`config.mk`:
```
export PLATFORM = sky130hd
export DESIGN_NAME = handheld_timer_divider
export DESIGN_NICKNAME = d
export VERILOG_FILES = /design/src/hw/rtl/htd_pkg.sv /design/src/hw/rtl/htd_alu.sv /design/src/hw/rtl/htd_cfg.sv /design/src/hw/rtl/handheld_timer_divider.sv
export VERILOG_INCLUDE_DIRS = /design/src /design/src/hw/rtl
export SDC_FILE = /design/constraint.sdc
export NUM_CORES = 1
export LEC_CHECK = 0
export BUFFER_PORTS_ARGS = -buffer_cell sky130_fd_sc_hd__buf_2
export CORE_MARGIN = 2
export CORE_UTILIZATION = 61
export DETAILED_ROUTE_END_ITERATION = 6
export PLACE_DENSITY = 0.81
export SYNTH_ARGS = -nofsm -noshare
export SYNTH_HDL_FRONTEND = slang
export SYNTH_SLANG_ARGS = --single-unit
```
`constraint.sdc`:
```
create_clock -name clk -period 6.09 [get_ports clk]
set_clock_uncertainty 0.15 [all_clocks]
set_input_delay 0.3045 -clock clk [delete_from_list [all_inputs] [get_ports clk]]
set_output_delay 0.3045 -clock clk [all_outputs]
set_load 0.02 [all_outputs]
```
`src/hw/rtl/handheld_timer_divider_macros.svh`:
```
// assertion helpers for the timer and divider block
`ifndef HANDHELD_TIMER_DIVIDER_MACROS_SVH
`define HANDHELD_TIMER_DIVIDER_MACROS_SVH

// same-cycle implication, disabled while reset is asserted
`define HTD_ASSERT_SAME(lbl, ante, cons, msg) \
    lbl: assert property (@(posedge clk) disable iff (!rst_n) (ante) |-> (cons)) else $error(msg);

// next-cycle implication, disabled while reset is asserted
`define HTD_ASSERT_NEXT(lbl, ante, cons, msg) \
    lbl: assert property (@(posedge clk) disable iff (!rst_n) (ante) |=> (cons)) else $error(msg);

`endif

```
`src/hw/rtl/htd_pkg.sv`:
```
package htd_pkg;

    localparam int PRE_W = 18;
    localparam int CNT_W = 8;
    localparam int PER_W = 16;
    localparam int ELAPSED_W = 7;
    localparam int CFG_IDX_W = 3;

    localparam logic [CNT_W-1:0] CNT_MAX = 8'hFF;

    // command codes
    localparam logic [1:0] CMD_ADVANCE       = 2'd0;
    localparam logic [1:0] CMD_RESTART_DIV   = 2'd1;
    localparam logic [1:0] CMD_RESTART_TIMER = 2'd2;

    // rate select codes
    localparam logic [1:0] RATE_ZERO  = 2'd0;
    localparam logic [1:0] RATE_ONE   = 2'd1;
    localparam logic [1:0] RATE_TWO   = 2'd2;

    // configuration register indexes
    localparam logic [CFG_IDX_W-1:0] REG_TIMER_ENABLE   = 3'd0;
    localparam logic [CFG_IDX_W-1:0] REG_RATE_SELECT    = 3'd1;
    localparam logic [CFG_IDX_W-1:0] REG_RELOAD_VALUE   = 3'd2;
    localparam logic [CFG_IDX_W-1:0] REG_PERIOD_ZERO    = 3'd3;
    localparam logic [CFG_IDX_W-1:0] REG_PERIOD_ONE     = 3'd4;
    localparam logic [CFG_IDX_W-1:0] REG_PERIOD_TWO     = 3'd5;
    localparam logic [CFG_IDX_W-1:0] REG_PERIOD_THREE   = 3'd6;
    localparam logic [CFG_IDX_W-1:0] REG_DIVIDER_PERIOD = 3'd7;

    // reset values
    localparam logic [PER_W-1:0] RST_PERIOD_ZERO    = 16'd1024;
    localparam logic [PER_W-1:0] RST_PERIOD_ONE     = 16'd16;
    localparam logic [PER_W-1:0] RST_PERIOD_TWO     = 16'd64;
    localparam logic [PER_W-1:0] RST_PERIOD_THREE   = 16'd256;
    localparam logic [PER_W-1:0] RST_DIVIDER_PERIOD = 16'd256;
    localparam logic [PRE_W-1:0] RST_TIMER_PRE      = 18'd1024;
    localparam logic [PRE_W-1:0] RST_DIV_PRE        = 18'd256;

    // lower bounds on the periods
    localparam logic [PER_W-1:0] MIN_TIMER_PERIOD   = 16'd16;
    localparam logic [PER_W-1:0] MIN_DIVIDER_PERIOD = 16'd64;

    typedef enum logic [2:0] {
        ST_IDLE,
        ST_T_SUB,
        ST_T_LOOP,
        ST_D_SUB,
        ST_D_FIX,
        ST_DONE
    } state_t;

    typedef enum logic {
        ALU_ADD,
        ALU_SUB
    } alu_op_t;

    typedef struct packed {
        logic [PRE_W-1:0] sum;
        logic             a_nonpos;
    } alu_res_t;

    typedef struct packed {
        logic             timer_enable;
        logic [CNT_W-1:0] reload_value;
        logic [PER_W-1:0] timer_period;
        logic [PER_W-1:0] divider_period;
    } cfg_t;

endpackage

```
`src/hw/rtl/htd_alu.sv`:
```
// shared 18-bit add/subtract unit with a not-positive test on operand a
module htd_alu
(
    input  htd_pkg::alu_op_t              op,
    input  logic [htd_pkg::PRE_W-1:0]     a,
    input  logic [htd_pkg::PRE_W-1:0]     b,
    output htd_pkg::alu_res_t             res
);

    always_comb
    begin
        case (op)
            htd_pkg::ALU_SUB: res.sum = a - b;
            default:          res.sum = a + b;
        endcase
        res.a_nonpos = a[htd_pkg::PRE_W-1] | (a == '0);
    end

endmodule

```
`src/hw/rtl/htd_cfg.sv`:
```
// configuration registers, period select and lower-bound clamp
module htd_cfg
(
    input  logic                              clk,
    input  logic                              rst_n,
    input  logic                              cfg_wr_en,
    input  logic [htd_pkg::CFG_IDX_W-1:0]     cfg_index,
    input  logic [htd_pkg::PER_W-1:0]         cfg_data,
    output htd_pkg::cfg_t                     cfg
);

    logic                          timer_enable_reg;
    logic [1:0]                    rate_select_reg;
    logic [htd_pkg::CNT_W-1:0]     reload_value_reg;
    logic [htd_pkg::PER_W-1:0]     period_zero_reg;
    logic [htd_pkg::PER_W-1:0]     period_one_reg;
    logic [htd_pkg::PER_W-1:0]     period_two_reg;
    logic [htd_pkg::PER_W-1:0]     period_three_reg;
    logic [htd_pkg::PER_W-1:0]     divider_period_reg;
    logic [htd_pkg::PER_W-1:0]     sel_period;

    always_ff @(posedge clk or negedge rst_n)
    begin
        if (!rst_n)
        begin
            timer_enable_reg   <= 1'b0;
            rate_select_reg    <= 2'd0;
            reload_value_reg   <= '0;
            period_zero_reg    <= htd_pkg::RST_PERIOD_ZERO;
            period_one_reg     <= htd_pkg::RST_PERIOD_ONE;
            period_two_reg     <= htd_pkg::RST_PERIOD_TWO;
            period_three_reg   <= htd_pkg::RST_PERIOD_THREE;
            divider_period_reg <= htd_pkg::RST_DIVIDER_PERIOD;
        end
        else if (cfg_wr_en)
        begin
            case (cfg_index)
                htd_pkg::REG_TIMER_ENABLE:   timer_enable_reg   <= cfg_data[0];
                htd_pkg::REG_RATE_SELECT:    rate_select_reg    <= cfg_data[1:0];
                htd_pkg::REG_RELOAD_VALUE:   reload_value_reg   <= cfg_data[7:0];
                htd_pkg::REG_PERIOD_ZERO:    period_zero_reg    <= cfg_data;
                htd_pkg::REG_PERIOD_ONE:     period_one_reg     <= cfg_data;
                htd_pkg::REG_PERIOD_TWO:     period_two_reg     <= cfg_data;
                htd_pkg::REG_PERIOD_THREE:   period_three_reg   <= cfg_data;
                htd_pkg::REG_DIVIDER_PERIOD: divider_period_reg <= cfg_data;
                default: ;
            endcase
        end
    end

    always_comb
    begin
        case (rate_select_reg)
            htd_pkg::RATE_ZERO: sel_period = period_zero_reg;
            htd_pkg::RATE_ONE:  sel_period = period_one_reg;
            htd_pkg::RATE_TWO:  sel_period = period_two_reg;
            default:            sel_period = period_three_reg;
        endcase

        cfg.timer_enable = timer_enable_reg;
        cfg.reload_value = reload_value_reg;
        cfg.timer_period = (sel_period < htd_pkg::MIN_TIMER_PERIOD)
                         ? htd_pkg::MIN_TIMER_PERIOD : sel_period;
        cfg.divider_period = (divider_period_reg < htd_pkg::MIN_DIVIDER_PERIOD)
                           ? htd_pkg::MIN_DIVIDER_PERIOD : divider_period_reg;
    end

endmodule

```
`src/hw/rtl/handheld_timer_divider.sv`:
```
// handheld timer and divider: each input transfer carries a command (advance by a
// number of elapsed machine cycles, restart the divider prescaler, or restart the
// timer prescaler) and yields exactly one output transfer with the timer count,
// the divider value and an interrupt flag set when the timer overflowed during that
// step. one shared 18-bit adder, stepped by a small sequencer, does all prescaler
// arithmetic: an advance with the timer enabled subtracts the elapsed cycles, adds the
// timer period back once per expiry (at most 8 per step, since timer periods are
// clamped to at least 16), then updates the divider; with the timer disabled only the
// divider is updated, and a restart or unused command goes straight to the result.
// the input is not ready while a step is in progress; a finished result sits in an
// output register, so the next input is taken while it waits. configuration writes
// are taken at any time but should only be issued while the block is idle.
module handheld_timer_divider
(
    input  logic        clk,
    input  logic        rst_n,

    // configuration write port
    input  logic        cfg_wr_en,
    input  logic [2:0]  cfg_index,
    input  logic [15:0] cfg_data,

    // input stream
    input  logic        s_tvalid,
    output logic        s_tready,
    input  logic [15:0] s_tdata,    // [1:0] command, [8:2] elapsed_cycles, rest zero

    // result stream
    output logic        m_tvalid,
    input  logic        m_tready,
    output logic [23:0] m_tdata     // [7:0] timer_count, [15:8] divider_value,
                                    // [16] timer_interrupt, rest zero
);

`include "handheld_timer_divider_macros.svh"

    htd_pkg::cfg_t                       cfg;
    htd_pkg::alu_op_t                    alu_op;
    htd_pkg::alu_res_t                   alu_res;
    logic [htd_pkg::PRE_W-1:0]           alu_a;
    logic [htd_pkg::PRE_W-1:0]           alu_b;

    // sequencer and working state
    htd_pkg::state_t                     state_reg, state_next;
    logic [htd_pkg::PRE_W-1:0]           tpre_reg, tpre_next;
    logic [htd_pkg::PRE_W-1:0]           dpre_reg, dpre_next;
    logic [htd_pkg::CNT_W-1:0]           tcnt_reg, tcnt_next;
    logic [htd_pkg::CNT_W-1:0]           dcnt_reg, dcnt_next;
    logic                                irq_reg, irq_next;
    logic [htd_pkg::ELAPSED_W-1:0]       elapsed_reg, elapsed_next;

    // output register
    logic                                out_valid_reg, out_valid_next;
    logic [htd_pkg::CNT_W-1:0]           out_tcnt_reg, out_tcnt_next;
    logic [htd_pkg::CNT_W-1:0]           out_dcnt_reg, out_dcnt_next;
    logic                                out_irq_reg, out_irq_next;

    // widened operands for the shared adder
    logic [htd_pkg::PRE_W-1:0]           tper_ext;
    logic [htd_pkg::PRE_W-1:0]           dper_ext;
    logic [htd_pkg::PRE_W-1:0]           elapsed_ext;
    logic [1:0]                          in_command;

    // timer prescaler expired, taken straight from the register so the
    // loop decision does not depend on which operand the adder is given
    logic                                tpre_nonpos;

    htd_cfg u_cfg
    (
        .clk       (clk),
        .rst_n     (rst_n),
        .cfg_wr_en (cfg_wr_en),
        .cfg_index (cfg_index),
        .cfg_data  (cfg_data),
        .cfg       (cfg)
    );

    htd_alu u_alu
    (
        .op  (alu_op),
        .a   (alu_a),
        .b   (alu_b),
        .res (alu_res)
    );

    assign tper_ext    = {2'b00, cfg.timer_period};
    assign dper_ext    = {2'b00, cfg.divider_period};
    assign elapsed_ext = {{(htd_pkg::PRE_W-htd_pkg::ELAPSED_W){1'b0}}, elapsed_reg};
    assign in_command  = s_tdata[1:0];
    assign tpre_nonpos = tpre_reg[htd_pkg::PRE_W-1] | (tpre_reg == '0);

    assign s_tready = (state_reg == htd_pkg::ST_IDLE);
    assign m_tvalid = out_valid_reg;
    assign m_tdata  = {7'd0, out_irq_reg, out_dcnt_reg, out_tcnt_reg};

    always_ff @(posedge clk or negedge rst_n)
    begin
        if (!rst_n)
        begin
            state_reg     <= htd_pkg::ST_IDLE;
            tpre_reg      <= htd_pkg::RST_TIMER_PRE;
            dpre_reg      <= htd_pkg::RST_DIV_PRE;
            tcnt_reg      <= '0;
            dcnt_reg      <= '0;
            irq_reg       <= 1'b0;
            out_valid_reg <= 1'b0;
        end
        else
        begin
            state_reg     <= state_next;
            tpre_reg      <= tpre_next;
            dpre_reg      <= dpre_next;
            tcnt_reg      <= tcnt_next;
            dcnt_reg      <= dcnt_next;
            irq_reg       <= irq_next;
            out_valid_reg <= out_valid_next;
        end
    end

    // payload registers, no reset needed
    always_ff @(posedge clk)
    begin
        elapsed_reg  <= elapsed_next;
        out_tcnt_reg <= out_tcnt_next;
        out_dcnt_reg <= out_dcnt_next;
        out_irq_reg  <= out_irq_next;
    end

    always_comb
    begin
        state_next     = state_reg;
        tpre_next      = tpre_reg;
        dpre_next      = dpre_reg;
        tcnt_next      = tcnt_reg;
        dcnt_next      = dcnt_reg;
        irq_next       = irq_reg;
        elapsed_next   = elapsed_reg;
        out_tcnt_next  = out_tcnt_reg;
        out_dcnt_next  = out_dcnt_reg;
        out_irq_next   = out_irq_reg;
        out_valid_next = out_valid_reg;

        // default adder use: timer prescaler plus its period
        alu_op = htd_pkg::ALU_ADD;
        alu_a  = tpre_reg;
        alu_b  = tper_ext;

        // result taken downstream
        if (out_valid_reg && m_tready)
        begin
            out_valid_next = 1'b0;
        end

        case (state_reg)
            htd_pkg::ST_IDLE:
            begin
                if (s_tvalid)
                begin
                    elapsed_next = s_tdata[8:2];
                    irq_next     = 1'b0;
                    case (in_command)
                        htd_pkg::CMD_ADVANCE:
                        begin
                            state_next = cfg.timer_enable ? htd_pkg::ST_T_SUB
                                                          : htd_pkg::ST_D_SUB;
                        end
                        htd_pkg::CMD_RESTART_DIV:
                        begin
                            dpre_next  = dper_ext;
                            state_next = htd_pkg::ST_DONE;
                        end
                        htd_pkg::CMD_RESTART_TIMER:
                        begin
                            tpre_next  = tper_ext;
                            state_next = htd_pkg::ST_DONE;
                        end
                        default:
                        begin
                            // unused command: state untouched, current values out
                            state_next = htd_pkg::ST_DONE;
                        end
                    endcase
                end
            end

            htd_pkg::ST_T_SUB:
            begin
                alu_op     = htd_pkg::ALU_SUB;
                alu_b      = elapsed_ext;
                tpre_next  = alu_res.sum;
                state_next = htd_pkg::ST_T_LOOP;
            end

            htd_pkg::ST_T_LOOP:
            begin
                if (tpre_nonpos)
                begin
                    // one expiry: add the period back and bump the count
                    tpre_next = alu_res.sum;
                    if (tcnt_reg == htd_pkg::CNT_MAX)
                    begin
                        tcnt_next = cfg.reload_value;
                        irq_next  = 1'b1;
                    end
                    else
                    begin
                        tcnt_next = tcnt_reg + 8'd1;
                    end
                end
                else
                begin
                    // timer settled, adder moves on to the divider prescaler
                    alu_op     = htd_pkg::ALU_SUB;
                    alu_a      = dpre_reg;
                    alu_b      = elapsed_ext;
                    dpre_next  = alu_res.sum;
                    state_next = htd_pkg::ST_D_FIX;
                end
            end

            htd_pkg::ST_D_SUB:
            begin
                alu_op     = htd_pkg::ALU_SUB;
                alu_a      = dpre_reg;
                alu_b      = elapsed_ext;
                dpre_next  = alu_res.sum;
                state_next = htd_pkg::ST_D_FIX;
            end

            htd_pkg::ST_D_FIX:
            begin
                // divider advances at most once a step
                alu_a = dpre_reg;
                alu_b = dper_ext;
                if (alu_res.a_nonpos)
                begin
                    dpre_next = alu_res.sum;
                    dcnt_next = dcnt_reg + 8'd1;
                end
                state_next = htd_pkg::ST_DONE;
            end

            htd_pkg::ST_DONE:
            begin
                if (!out_valid_reg || m_tready)
                begin
                    out_tcnt_next  = tcnt_reg;
                    out_dcnt_next  = dcnt_reg;
                    out_irq_next   = irq_reg;
                    out_valid_next = 1'b1;
                    state_next     = htd_pkg::ST_IDLE;
                end
            end

            default:
            begin
                state_next = htd_pkg::ST_IDLE;
            end
        endcase
    end

    // an accepted transfer always starts a step
    `HTD_ASSERT_NEXT(a_accept_starts, s_tvalid && s_tready, state_reg != htd_pkg::ST_IDLE, "accepted transfer did not start a step")

    // between steps the timer prescaler is strictly positive
    `HTD_ASSERT_SAME(a_tpre_positive, state_reg == htd_pkg::ST_IDLE, !tpre_reg[htd_pkg::PRE_W-1] && (tpre_reg != '0), "timer prescaler not positive while idle")

    // once the timer prescaler is positive the loop hands over to the divider
    `HTD_ASSERT_NEXT(a_loop_exit, (state_reg == htd_pkg::ST_T_LOOP) && !tpre_nonpos, state_reg == htd_pkg::ST_D_FIX, "timer loop did not hand over to the divider")

endmodule
```
# After elaboration in Yosys (flattened, before gate mapping)
# Cells that the tools add are included.
dict set report totals {
  word_cells 115
  output_inout_bits 26
  ff_bits 172
  input_bits 40
}
dict set report op_classes {
  n_eq_ne 25
  reduce_logical 30
  n_mux 33
  bitwise 2
  add_sub_neg 4
  order_cmp 2
}
# operator count
set ops {}
lappend ops {{$mux W18} 9}
lappend ops {{$pmux W16 S3} 2}
lappend ops {{$pmux W18 S4} 1}
lappend ops {{$pmux W18 S3} 1}
lappend ops {{$mux W16} 3}
lappend ops {{$logic_not A18 Y1} 2}
lappend ops {{$pmux W18 S2} 1}
lappend ops {{$reduce_and A2 Y1} 12}
lappend ops {{$add A18 B16 Y18} 1}
lappend ops {{$eq A3 B3 Y1 const B} 6}
lappend ops {{$pmux W3 S6} 1}
lappend ops {{$sub A18 B16 Y18} 1}
lappend ops {{$add A8 B1 Y8 const B} 2}
lappend ops {{$lt A16 B5 Y1 const B} 1}
lappend ops {{$lt A16 B7 Y1 const B} 1}
lappend ops {{$eq A3 B2 Y1 const B} 4}
lappend ops {{$mux W3} 4}
lappend ops {{$ne A2 B2 Y1 const B} 6}
lappend ops {{$eq A8 B8 Y1 const B} 1}
lappend ops {{$mux W8} 1}
lappend ops {{$reduce_and A4 Y1} 2}
lappend ops {{$mux W1} 7}
lappend ops {{$eq A3 B1 Y1 const B} 2}
lappend ops {{$logic_not A3 Y1} 2}
lappend ops {{16 further kinds} 23}

# Depth between registers and ports, before layout
dict set report logic_depth {
  depth_word 10
  ltp_mapped 21
  ltp_nobuf 19
}

# Cells and area by module
# Synthesis repeated with hierarchy kept, for this count alone.
dict set report hier_totals {
  cells_unflattened 780
  area_unflattened_um2 9763.1
}
# module area_each_um2 seq_area_each_um2 n_inst cells_each
set by_module_without_submodules {}
lappend by_module_without_submodules {handheld_timer_divider 4431.8 2149.6 1 349}
lappend by_module_without_submodules {htd_cfg 4070.2 2283.4 1 254}
lappend by_module_without_submodules {htd_alu 1261.2 0.0 1 177}

# Worst setup path before layout
# No wires, ideal clock.
dict set report synth_timing {
  path_type {register to register}
  start {register u_cfg.rate_select_reg[1]}
  end {register dpre_reg[17] (netlist bit)}
  path_buffers 3
  required_time_ns 5.811
  arrival_time_ns 4.434
  path_stages_with_launch 21
  setup_time_ns 0.129
  setup_slack_ns 1.377
  synth_period_minus_slack_ns 4.713
  cell_sequence {dfrtp_1 > clkbuf_1 > clkbuf_1 > mux4_2 > nor4_1 > and3_1 > buf_4 > nor2_1 > a222oi_1 > nand4_1 > nand2_1 > xnor2_1 > ha_1 > a21o_1 > nor3_1 > nand2_1 > o21ai_0 > nor2_1 > o221ai_1 > xnor2_1 > o21ai_0}
}
dict set report synth_between {
  elab_chain_len 10
  word_cells_on_any_way 14
  classes_between {add/sub (2); order compare (1); eq/ne (2); mux (8); reduce/logical (1)}
}
# element line
set synth_rtl {}
lappend synth_rtl {{start, declared} htd_cfg.sv:13} ;# logic [1:0] rate_select_reg;
lappend synth_rtl {{start signal, assigned} htd_cfg.sv:39} ;# htd_pkg::REG_RATE_SELECT: rate_select_reg <= cfg_data[1:0];
lappend synth_rtl {{$eq A2 B2 Y1, or another cell as far along} htd_cfg.sv:53} ;# case (rate_select_reg)
lappend synth_rtl {{$pmux W16 S3 (*)} htd_cfg.sv:53}
lappend synth_rtl {{$lt A16 B5 Y1} htd_cfg.sv:62} ;# cfg.timer_period = (sel_period < htd_pkg::MIN_TIMER_PERIOD)
lappend synth_rtl {{$mux W16 (*)} htd_cfg.sv:63} ;# ? htd_pkg::MIN_TIMER_PERIOD : sel_period;
lappend synth_rtl {{$mux W16} handheld_timer_divider.sv:196} ;# if (tpre_nonpos)
lappend synth_rtl {{$pmux W16 S3 (*)} handheld_timer_divider.sv:154} ;# case (state_reg)
lappend synth_rtl {{$add A18 B16 Y18 or $sub A18 B16 Y18 (tied branches)} {htd_alu.sv:14, htd_alu.sv:13}}
lappend synth_rtl {{$mux W18 (*)} htd_alu.sv:12} ;# case (op)
lappend synth_rtl {{$mux W18 (on tied branches)} {handheld_timer_divider.sv:235, handheld_timer_divider.sv:196}}
lappend synth_rtl {{$pmux W18 S4 (*)} handheld_timer_divider.sv:154}
lappend synth_rtl {{end signal, assigned} handheld_timer_divider.sv:102} ;# dpre_reg <= htd_pkg::RST_DIV_PRE;
lappend synth_rtl {{end signal, assigned} handheld_timer_divider.sv:112} ;# dpre_reg <= dpre_next;
lappend synth_rtl {{end, declared} handheld_timer_divider.sv:46} ;# logic [htd_pkg::PRE_W-1:0] dpre_reg, dpre_next;
# Mark *: on every way between the ends. The rest lies on a longest branch, timed or not. The select of a mux whose other input is x is not followed.
# A chain may end at the register's enable or synchronous reset.

# Worst setup path in the final report
# Same ends and word-level chain as after synthesis.

==> impl_metrics.tcl <==
set metrics [dict create \
    synthSimpleGateAreaFrac 0.104 \
    crit_type "reg -> reg" \
    synth_top_area_share 0.382 \
    antenna_found_initial 0 \
    min_from "cfg_data[12]" \
    portBuffers 51 \
    synth_top_family_by_area "multiplexers" \
    arrival_ps 5670 \
    fin_hold_ws_ps 12.8 \
    synth_top_area_cell "dfrtp_1" \
    r2r-start "u_cfg.rate_select_reg[1]$_DFFE_PN0P_" \
    final_nets 916 \
    area_growth_pct 11.5 \
    synthAdderAreaFrac 0.0306 \
    cp-startpoint "u_cfg.rate_select_reg[1]$_DFFE_PN0P_" \
    maxCapViolCount 0 \
    cts_tree "done" \
    wirelength_um 23000 \
    tightest_slew_ps 1110 \
    antenna_cells 0 \
    synth_edf_count 24 \
    setup_tns_ps 0 \
    min_path_type "in -> reg" \
    cp-start-kind "flip-flop" \
    ys_warn_count 0 \
    path_max_fanout 17 \
    report.final.slew_viol_count 0 \
    rows 44 \
    grt_first_pass_wirelength_um 37200 \
    instances_no_fill 1051 \
    grt_pass1_vias 7004 \
    synth-xor-area-share 0.0341 \
    cts_root_buf "clkbuf_16" \
    io_pins 66 \
    syn_area_mm2 0.00925 \
    status "finished, violations left" \
    drc 4 \
    initial_core_util 0.631 \
    layout_common_cells "dfrtp_1 (141), mux2_2 (110), nand2_1 (65)" \
    grt_util_all_layers 0.300 \
    clock_latency_ps 430 \
    cts.htree.levels 4 \
    ys_top_cells_by_area "dfrtp_1 (38%), mux2_2 (13%), edfxtp_1 (7.8%)" \
    synthCells 799 \
    die-height_um 127 \
    drive_gt1_frac 0.261 \
    critPathCaptureType "flip-flop" \
    clock_path_buffers 2 \
    grt_max_degree 81 \
    overflow 0 \
    ant_nets 0 \
    n_fill_cell 1015 \
    cts_resized 0 \
    synth_cell_type_count 73 \
    numCtsBuffers 17 \
    layout_commonest_cell "dfrtp_1" \
    placed_cells 1010 \
    coreArea_mm2 0.0146 \
    synth_compound_area_frac 0.124 \
    timing.final.crit_share 0.907 \
    syn_area_per_cell_um2 11.6 \
    clkSlewWorstSetupHoldPaths_ps 70 \
    worstPathRequired_ps 6240 \
    drtIter0Drc 519 \
    async_flop_share 0.860 \
    synth_mux_area_frac 0.197 \
    first_pass_iters 7 \
    fmax_mhz 181 \
    synth_top_flop_cell "dfrtp_1" \
    max_slew_margin 0.254 \
    setup_viol 0 \
    ys_ff_latch 172 \
    rsz0062_at_grt "no" \
    hpwl_um 16000 \
    violations "design-rule violations" \
    avgRoutedWirePerCell_um 21.9 \
    finalCriticalPeriod_ps 5530 \
    yosysSeqAreaShare 0.479 \
    vias_per_cell 6.42 \
    die_w_um 127 \
    hold_viol 0 \
    cts.sinks 172 \
    vias 6748 \
    gp_congestion 0.966 \
    dieArea_mm2 0.0162 \
]
## metal layers
layer  part of all wire  GRT usage
met1               0.42      0.402
met2               0.49      0.495
met3              0.066     0.0616
met4              0.024      0.103
met5                  0          0
## synthesized netlist by cell type, types with 3 or more instances
cell	n
a2bb2oi_1	4
and2_1	5
a222oi_1	5
nor2_1	37
o21a_1	8
mux2_2	110
clkbuf_1	29
nor4_1	10
dfstp_2	7
a22oi_1	14
dfrtp_1	141
nor2b_1	8
inv_1	13
nand2b_1	3
nor3b_1	5
or2_2	3
xnor2_1	25
mux4_2	3
mux2i_1	17
xor2_1	11
a41oi_1	3
nor3_1	14
a31oi_1	9
nand3_1	6
ha_1	21
o31ai_1	5
mux4_1	13
edfxtp_1	24
or4_1	3
or3_1	5
a21o_1	6
o21bai_1	3
buf_4	9
o211ai_1	3
nand4b_1	3
a211oi_1	3
nand4_1	12
nand2_1	65
and3_1	8
o21ai_0	43
a21oi_1	44
## cell families (layout without fill, tap and decap cells)
group                    after synthesis  count (layout)
AND/OR/NAND/NOR                      193             193
XOR/XNOR                              36              36
other                                  1               7
flip-flops                           172             172
buffers and inverters                 58             120
multiplexers                         143             143
adder cells (fa/ha/maj)               22              22
AO/OA/AOI/OAI                        174             174
## timing repair
item | in CTS | in global routing
setup endpoints to repair | 0 | 0
buffers inserted | 0 | 0
hold buffers | 9 | 0
hold endpoints to repair | 83 | 0
## worst paths after layout
check | endpoint | slack (ps) | depth (start not counted)
min reg2reg | out_irq_reg$_DFFE_PP_ | 320 | 0
max | dpre_reg[17]$_DFFE_PN0P_ | 560 | 16
min in group asynchronous | dpre_reg[12]$_DFFE_PN0P_ | 340 | 2
min | u_cfg.period_two_reg[12]$_DFFE_PN0P_ | 10 | 2
max in group asynchronous | tpre_reg[4]$_DFFE_PN0P_ | 4100 | 3
max reg2reg | dpre_reg[17]$_DFFE_PN0P_ | 560 | 16
## area by class of cell
type	count	area, um2	area share
Multi-Input combinational cell	575	4560	0.442
Sequential cell	172	4430	0.430
Clock buffer	19	454	0.0440
Timing Repair Buffer	73	449	0.0436
Tap cell	184	230	0.0223
Clock inverter	13	128	0.0124
Inverter	15	58.8	0.00570
## through the flow
step                      instance area (um2)   util  setup slack (ps)
after floorplan                          9270      -              1380
after global placement                   9640  0.658               850
after detailed placement                 9640  0.658               685
after CTS                               10300  0.704               653
after global routing                    10300  0.704               252
final                                   10300  0.704               564
## worst max-delay path, cell delays in order (launching register included)
cell      delay, ps
dfrtp_1         860
mux4_1          520
nor4_1          350
and3_1          240
nor2_1           90
a222oi_1        490
ha_1            330
mux2i_1         330
ha_1            320
nor2b_1         140
o31a_1          270
o221a_2         290
o21ai_0         240
nor2_1          110
o221ai_1        320
xnor2_1         190
o21ai_0         120
Power is left out: the tool's default activity adds up to more than one toggle a clock period on the data nets, which glitch-free logic cannot reach.
